## src/hw/rtl/chqp_pkg.sv

```systemverilog
`default_nettype none

package chqp_pkg;

    localparam int KEY_W  = 31;
    localparam int STAT_W = 3;
    localparam int SLOT_W = 10;
    localparam int OCC_W  = 16;

    localparam logic KIND_INSERT = 1'b0;
    localparam logic KIND_LOOKUP = 1'b1;

    localparam logic [STAT_W-1:0] ST_NEW   = 3'd0;
    localparam logic [STAT_W-1:0] ST_INC   = 3'd1;
    localparam logic [STAT_W-1:0] ST_FOUND = 3'd2;
    localparam logic [STAT_W-1:0] ST_MISS  = 3'd3;
    localparam logic [STAT_W-1:0] ST_FULL  = 3'd4;

    typedef struct packed {
        logic             kind;
        logic [KEY_W-1:0] key;
    } t_in_word;

    typedef struct packed {
        logic [STAT_W-1:0] status;
        logic [SLOT_W-1:0] slot;
        logic [SLOT_W-1:0] home_bucket;
        logic [OCC_W-1:0]  occurrences;
    } t_out_word;

    typedef enum logic [2:0] {
        S_CLEAR,
        S_IDLE,
        S_HOME,
        S_PROBE,
        S_DONE
    } t_state;

endpackage

`default_nettype wire

```

## src/hw/rtl/chqp_home.sv

```systemverilog
`default_nettype none

module chqp_home #(
    parameter int TABLE_SIZE = 1024
) (
    input  wire logic                            i_clk,
    input  wire logic                            i_rst_n,
    input  wire logic                            i_start,
    input  wire logic [chqp_pkg::KEY_W-1:0]      i_key,
    output logic                                 o_done,
    output logic      [$clog2(TABLE_SIZE)-1:0]   o_home
);

    localparam int IDX_W = $clog2(TABLE_SIZE);

    generate
        if ((TABLE_SIZE & (TABLE_SIZE - 1)) == 0) begin : g_pow2
            logic             r_done;
            logic [IDX_W-1:0] r_home;

            always_ff @(posedge i_clk) begin
                if (!i_rst_n) begin
                    r_done <= 1'b0;
                end else begin
                    r_done <= i_start;
                end
            end

            always_ff @(posedge i_clk) begin
                if (i_start) begin
                    r_home <= i_key[IDX_W-1:0];
                end
            end

            assign o_done = r_done;
            assign o_home = r_home;
        end else begin : g_div
            // restoring remainder, 4 key bits a cycle, msb first
            logic             r_busy;
            logic             r_done;
            logic [2:0]       r_it;
            logic [31:0]      r_sh;
            logic [IDX_W-1:0] r_rem;
            logic [IDX_W-1:0] n_rem;

            always_comb begin
                logic [IDX_W:0] t;
                t     = '0;
                n_rem = r_rem;
                for (int j = 0; j < 4; j++) begin
                    t = {n_rem, r_sh[31-j]};
                    if (t >= (IDX_W+1)'(TABLE_SIZE)) begin
                        t = t - (IDX_W+1)'(TABLE_SIZE);
                    end
                    n_rem = t[IDX_W-1:0];
                end
            end

            always_ff @(posedge i_clk) begin
                if (!i_rst_n) begin
                    r_busy <= 1'b0;
                    r_done <= 1'b0;
                    r_it   <= '0;
                end else begin
                    r_done <= 1'b0;
                    if (i_start) begin
                        r_busy <= 1'b1;
                        r_it   <= '0;
                    end else if (r_busy) begin
                        r_it <= r_it + 3'd1;
                        if (r_it == 3'd7) begin
                            r_busy <= 1'b0;
                            r_done <= 1'b1;
                        end
                    end
                end
            end

            always_ff @(posedge i_clk) begin
                if (i_start) begin
                    r_sh  <= {1'b0, i_key};
                    r_rem <= '0;
                end else if (r_busy) begin
                    r_sh  <= {r_sh[27:0], 4'b0000};
                    r_rem <= n_rem;
                end
            end

            assign o_done = r_done;
            assign o_home = r_rem;
        end
    endgenerate

endmodule

`default_nettype wire

```

## config.mk

```make
export PLATFORM = sky130hd
export DESIGN_NAME = chqp_home
export DESIGN_NICKNAME = d
export VERILOG_FILES = /design/src/hw/rtl/chqp_pkg.sv /design/src/hw/rtl/chqp_home.sv
export SDC_FILE = /design/constraint.sdc
export NUM_CORES = 1
export LEC_CHECK = 0
export ABC_AREA = 0
export BUFFER_PORTS_ARGS = -buffer_cell sky130_fd_sc_hd__buf_2
export CAP_MARGIN = 30
export CORE_AREA = 2 2 39 41
export CTS_CLUSTER_DIAMETER = 150
export DETAILED_ROUTE_END_ITERATION = 10
export DIE_AREA = 0 0 41 43
export PLACE_DENSITY_LB_ADDON = 0.05
export SYNTH_ARGS = -nofsm -noshare
export SYNTH_HDL_FRONTEND = slang
export SYNTH_SLANG_ARGS = --single-unit
```

## constraint.sdc

```tcl
create_clock -name i_clk -period 0.8 [get_ports i_clk]
set_input_delay 0.08 -clock i_clk [delete_from_list [all_inputs] [get_ports i_clk]]
set_output_delay 0.08 -clock i_clk [all_outputs]
set_load 0.05 [all_outputs]
```

==> flow_summary_export.csv, run 1 <==
group,metric,value,unit
routing,avgRoutedWirePerCell,11.3,microns
power,power.density,2170,nW/um^2
finish,n_antenna_cell,0,
die,die_h,43,microns
finish,final.fill_count,142,
logic_synthesis,avgSynthCellArea,27.2,sq um
logic_synthesis,synth_compound_area_share,0,%
routing,wl,689,microns
routing,firstDrtPassIters,1,
clocking,cts_setup_buffers,0,
sta,drv_slew,0,
logic_synthesis,synth_mux_area_share,0,%
sta,grt_setup_unrepaired,"yes",
logic_synthesis,syn_inst,12,
die,die-area,1760,sq um
sta,period_needed,0.904,ns
clocking,cts_inserted_buffers,3,
clocking,clock-sinks,11,
routing,drc,0,
routing,drtIter0Drc,0,
worst_setup_path,max_stage_delay,0.40,ns
power,peakVddDrop,0.000810,V
clocking,path_clk_slew,0.06,ns
logic_synthesis,synth_top_family_by_area,"simple AND/OR/NAND/NOR gates",
worst_setup_path,crit_family,"flip-flops",
worst_setup_path,worstPathMaxFanout,1,
logic_synthesis,ys_warn_count,0,
global_routing,antenna_found_initial,0,
finish,synthToLayoutAreaGrowth,90.4,%
worst_setup_path,critical_path_buf_inv_count,1,
logic_synthesis,synth_xor_area_share,0,%
sta,relSlewSlack,85.2,%
place,postPlaceCellArea,462,sq um
clocking,root_buffer,"clkbuf_4",
place,io_buffers,23,
die,rows,14,
worst_setup_path,critical_path_depth,1,
global_routing,grt_pass1_vias,250,
die,die_x,41,microns
finish,finalNonFillerCells,61,
global_routing,grt.overflow.total,0,
power,cellLeakagePower,0.000264,uW
clocking,htreeDepth,1,
sta,setup_viol,11,
run_status,failed_checks,"setup timing",
place,dp_cells,51,
logic_synthesis,synth_fa_ha_area_share,0,%
sta,max_freq,1110,MHz
global_routing,grtUsageTotal,9.65,%
die,io_pins,45,
sta,layout_setup_ws,-0.104,ns
routing,vias,239,
finish,layout-drive-gt1-share,60.0,%
worst_setup_path,start_kind,"register",
power,p_total,1350,uW
finish,final_cell_area,622,sq um
logic_synthesis,synth-simple-area-share,1.92,%
worst_hold_path,hold_class,"in -> reg",
logic_synthesis,synth.yosys.seq_area_share,98.1,%
sta,tns,-0.816,ns
clocking,cts_tree,"yes",
routing,postRouteAntennaNets,0,
finish,nets,80,
logic_synthesis,synthDistinctLibCells,3,
worst_setup_path,cp_slowest_cell,"edfxtp_1",
global_routing,grt_pass1_wl,1.04,mm
sta,post-route-period-util,113,%
run_status,outcome,"complete, but fails checks",
place,gp_congestion,0.573,
sta,tightest_slew,0.222,ns
run,max_cap_viol_count,0,
logic_synthesis,netlist_area,327,sq um
routing,via_per_inst,3.92,
sta,finalHoldViolations,0,
die,fp.coreArea,1380,sq um
worst_setup_path,required,0.72,ns
logic_synthesis,synth.net_count,46,
worst_setup_path,cp_cell_sequence,"buf_6",
die,start_util,23.6,%
worst_hold_path,min_path_cells,1,
worst_setup_path,cp.arrival,0.82,ns
worst_setup_path,end_kind,"primary output",
clocking,clock_path_buffers,2,
logic_synthesis,synth.ff_latch_count,11,
global_routing,grt_max_degree,12,
sta,hold_ws,0.0143,ns
worst_setup_path,setup.worst_path.class,"reg -> out",
where the power goes:
| part | leakage, uW | total [uW] | switching (uW) | internal (uW) |
|---|---|---|---|---|
| registers | 0.000106 | 698 | 20.9 | 677 |
| clock network | 0.0000150 | 343 | 151 | 192 |
| logic | 0.000143 | 309 | 188 | 121 |
final cells by class:
type	count	area, sq um	share of cell area [%]
sequential	11	322	51.7
timing repair buffer	29	248	39.8
clock buffer	4	26.3	4.23
tap	16	20.0	3.22
multi-input combinational	1	6.26	1.01
layout by cell type (no fill, tap or decap):
cell type and instances:
clkbuf_1 1, clkbuf_4 3, buf_8 1, and2_1 1
buf_2 12, edfxtp_1 10, dfxtp_2 1, dlygate4sd3_1 6
buf_6 10
state kept, by name, summed over array words and instances, names as in the netlist:
signal,cells
o_home,10
o_done,1
kinds of logic after synthesis:
group / count (synthesis)
AND/OR/NAND/NOR: 1
flip-flops: 11
through the flow:
stage	setup WS, ns	util, %
final	-0.104	44.9
after global routing	-0.157	44.9
after CTS	-0.116	42.8
after detailed placement	0.139	33.4
after global placement	0.147	33.4
after floorplan	0.119	-
layer usage:
metal	vias up	global-route usage (%)	share of wire [%]
met4	0	6.00	0
met5	-	0	0
met2	24	13.8	40
met1	103	12.1	44
met3	0	3.14	16
li1	112	-	-
Yosys cell counts, drive strengths merged:
| cell | number | area (sq um) |
|---|---|---|
| and2 | 1 | 6.26 |
| dfxtp | 1 | 20.0 |
| edfxtp | 10 | 300 |
timing repair:
item / 4_1_cts / 5_1_grt
setup endpoints to repair: 11 / 11
resized for setup: 24 / 0
hold endpoints to repair: 3 / 3
pin swaps: 0 / 0
hold buffers: 3 / 3
worst paths after layout:
kind                                 from                  end  slack (ns)
worst min-delay path             i_key[5]  o_home[5]$_DFFE_PP_        0.01
worst max-delay path  o_home[6]$_DFFE_PP_            o_home[6]       -0.10
Note: power is estimated with default switching activity, not from simulation.
==> inputs of run 2 (changes only) <==
--- a/config.mk
+++ b/config.mk
@@ -13,6 +13,7 @@
 export DETAILED_ROUTE_END_ITERATION = 10
 export DIE_AREA = 0 0 41 43
 export PLACE_DENSITY_LB_ADDON = 0.05
+export REMOVE_ABC_BUFFERS = 1
 export SYNTH_ARGS = -nofsm -noshare
 export SYNTH_HDL_FRONTEND = slang
 export SYNTH_SLANG_ARGS = --single-unit
==> constraint.sdc (replaced) <==
create_clock -name i_clk -period 0.8 [get_ports i_clk]
set_input_delay 0.16 -clock i_clk [delete_from_list [all_inputs] [get_ports i_clk]]
set_output_delay 0.16 -clock i_clk [all_outputs]
set_load 0.05 [all_outputs]
==> flow_summary_export.csv, run 2 (synthesized netlist as in run 1, its figures left out) <==
group,metric,value,unit
sta,drv_slew,0,
sta,tightest_slew,0.222,ns
run,max_cap_viol_count,0,
die,die-area,1760,sq um
place,io_buffers,23,
clocking,root_buffer,"clkbuf_4",
sta,post-route-period-util,122,%
routing,avgRoutedWirePerCell,11.9,microns
routing,firstDrtPassIters,3,
worst_setup_path,end_kind,"primary output",
global_routing,grtUsageTotal,9.13,%
place,gp_congestion,0.573,
clocking,cts_inserted_buffers,3,
clocking,htreeDepth,1,
sta,layout_setup_ws,-0.177,ns
finish,n_antenna_cell,0,
clocking,path_clk_slew,0.06,ns
global_routing,grt_max_degree,12,
routing,vias,219,
sta,finalHoldViolations,0,
finish,final_common_cell,"buf_2",
routing,drtIter0Drc,1,
run_status,outcome,"complete, but fails checks",
worst_setup_path,worstPathMaxFanout,1,
worst_setup_path,cp.arrival,0.82,ns
power,peakVddDrop,0.000853,V
global_routing,grt.overflow.total,0,
global_routing,antenna_found_initial,0,
finish,final.fill_count,145,
finish,multi_input_area,6.26,sq um
sta,max_freq,1020,MHz
worst_setup_path,cp_cell_sequence,"buf_6",
clocking,cts_setup_buffers,0,
worst_setup_path,critical_path_buf_inv_count,1,
power,cellLeakagePower,0.000239,uW
finish,final_cell_mix,"12 x buf_2, 10 x edfxtp_1, 10 x buf_6",
routing,via_per_inst,3.98,
global_routing,grt_pass1_wl,1.00,mm
finish,fin_util,40.6,%
routing,drc,0,
clocking,clock_path_buffers,2,
worst_setup_path,setup.worst_path.class,"reg -> out",
worst_setup_path,crit_family,"flip-flops",
sta,setup_viol,11,
die,start_util,23.6,%
die,io_pins,45,
die,fp.coreArea,1380,sq um
worst_setup_path,cp_slowest_cell,"edfxtp_1",
die,die_h,43,microns
sta,grt_setup_unrepaired,"yes",
sta,period_needed,0.977,ns
power,p_total,1320,uW
run_status,failed_checks,"setup timing",
finish,layout-drive-gt1-share,69.2,%
sta,relSlewSlack,85.2,%
die,rows,14,
clocking,clock-sinks,11,
worst_hold_path,hold_class,"in -> reg",
worst_setup_path,max_stage_delay,0.40,ns
die,die_x,41,microns
clocking,cts_tree,"yes",
finish,synthToLayoutAreaGrowth,72.0,%
finish,seq_area,322,sq um
worst_setup_path,required,0.64,ns
routing,wl,653,microns
worst_setup_path,start_kind,"register",
place,pre_cts_ws,0.0589,ns
power,power.density,2350,nW/um^2
routing,postRouteAntennaNets,0,
finish,nets,74,
finish,largest_reg_flops,10,
global_routing,grt_pass1_vias,247,
[run 2: power by group]
group          leakage, uW  total [uW]  switching [uW]  internal [uW]
logic             0.000118         287             185            102
registers         0.000106         697            20.4            677
clock network    0.0000150         338             147            191
[run 2: what timing repair did]
action / CTS / global route
hold buffers: 0 / 0
endpoints found under the hold margin: 0 / 0
setup endpoints to repair: 11 / 11
resized for setup: 24 / 0
[run 2: final cells by class]
cell class / count / share of cell area, %
Sequential cell: 11 / 57.2
Multi-Input combinational cell: 1 / 1.11
Tap cell: 16 / 3.56
Clock buffer: 4 / 4.68
Timing Repair Buffer: 23 / 33.4
[run 2: path summary, 6_finish.rpt]
kind	to	slack (ns)	startpoint	cells past startpoint
worst max-delay path	o_home[0]	-0.18	o_home[0]$_DFFE_PP_	1
worst min-delay path	o_home[6]$_DFFE_PP_	0.08	i_key[6]	1
[run 2: routing by layer]
layer / track usage (%) / share of wire, % / vias to the layer above
li1: - / - / 101
met1: 12.1 / 42 / 94
met2: 12.2 / 41 / 24
met3: 3.14 / 17 / 0
met4: 6.00 / 0 / 0
met5: 0 / 0 / -
[run 2: through the flow]
step	cell area, sq um	hold slack [ns]	setup TNS, ns	instances
floorplan	327	0.259	0	12
global placement	462	0.337	0	51
detailed placement	462	0.339	0	51
CTS	562	0.0712	-1.83	55
global route	562	0.0658	-2.10	55
finish	562	0.0795	-1.66	55
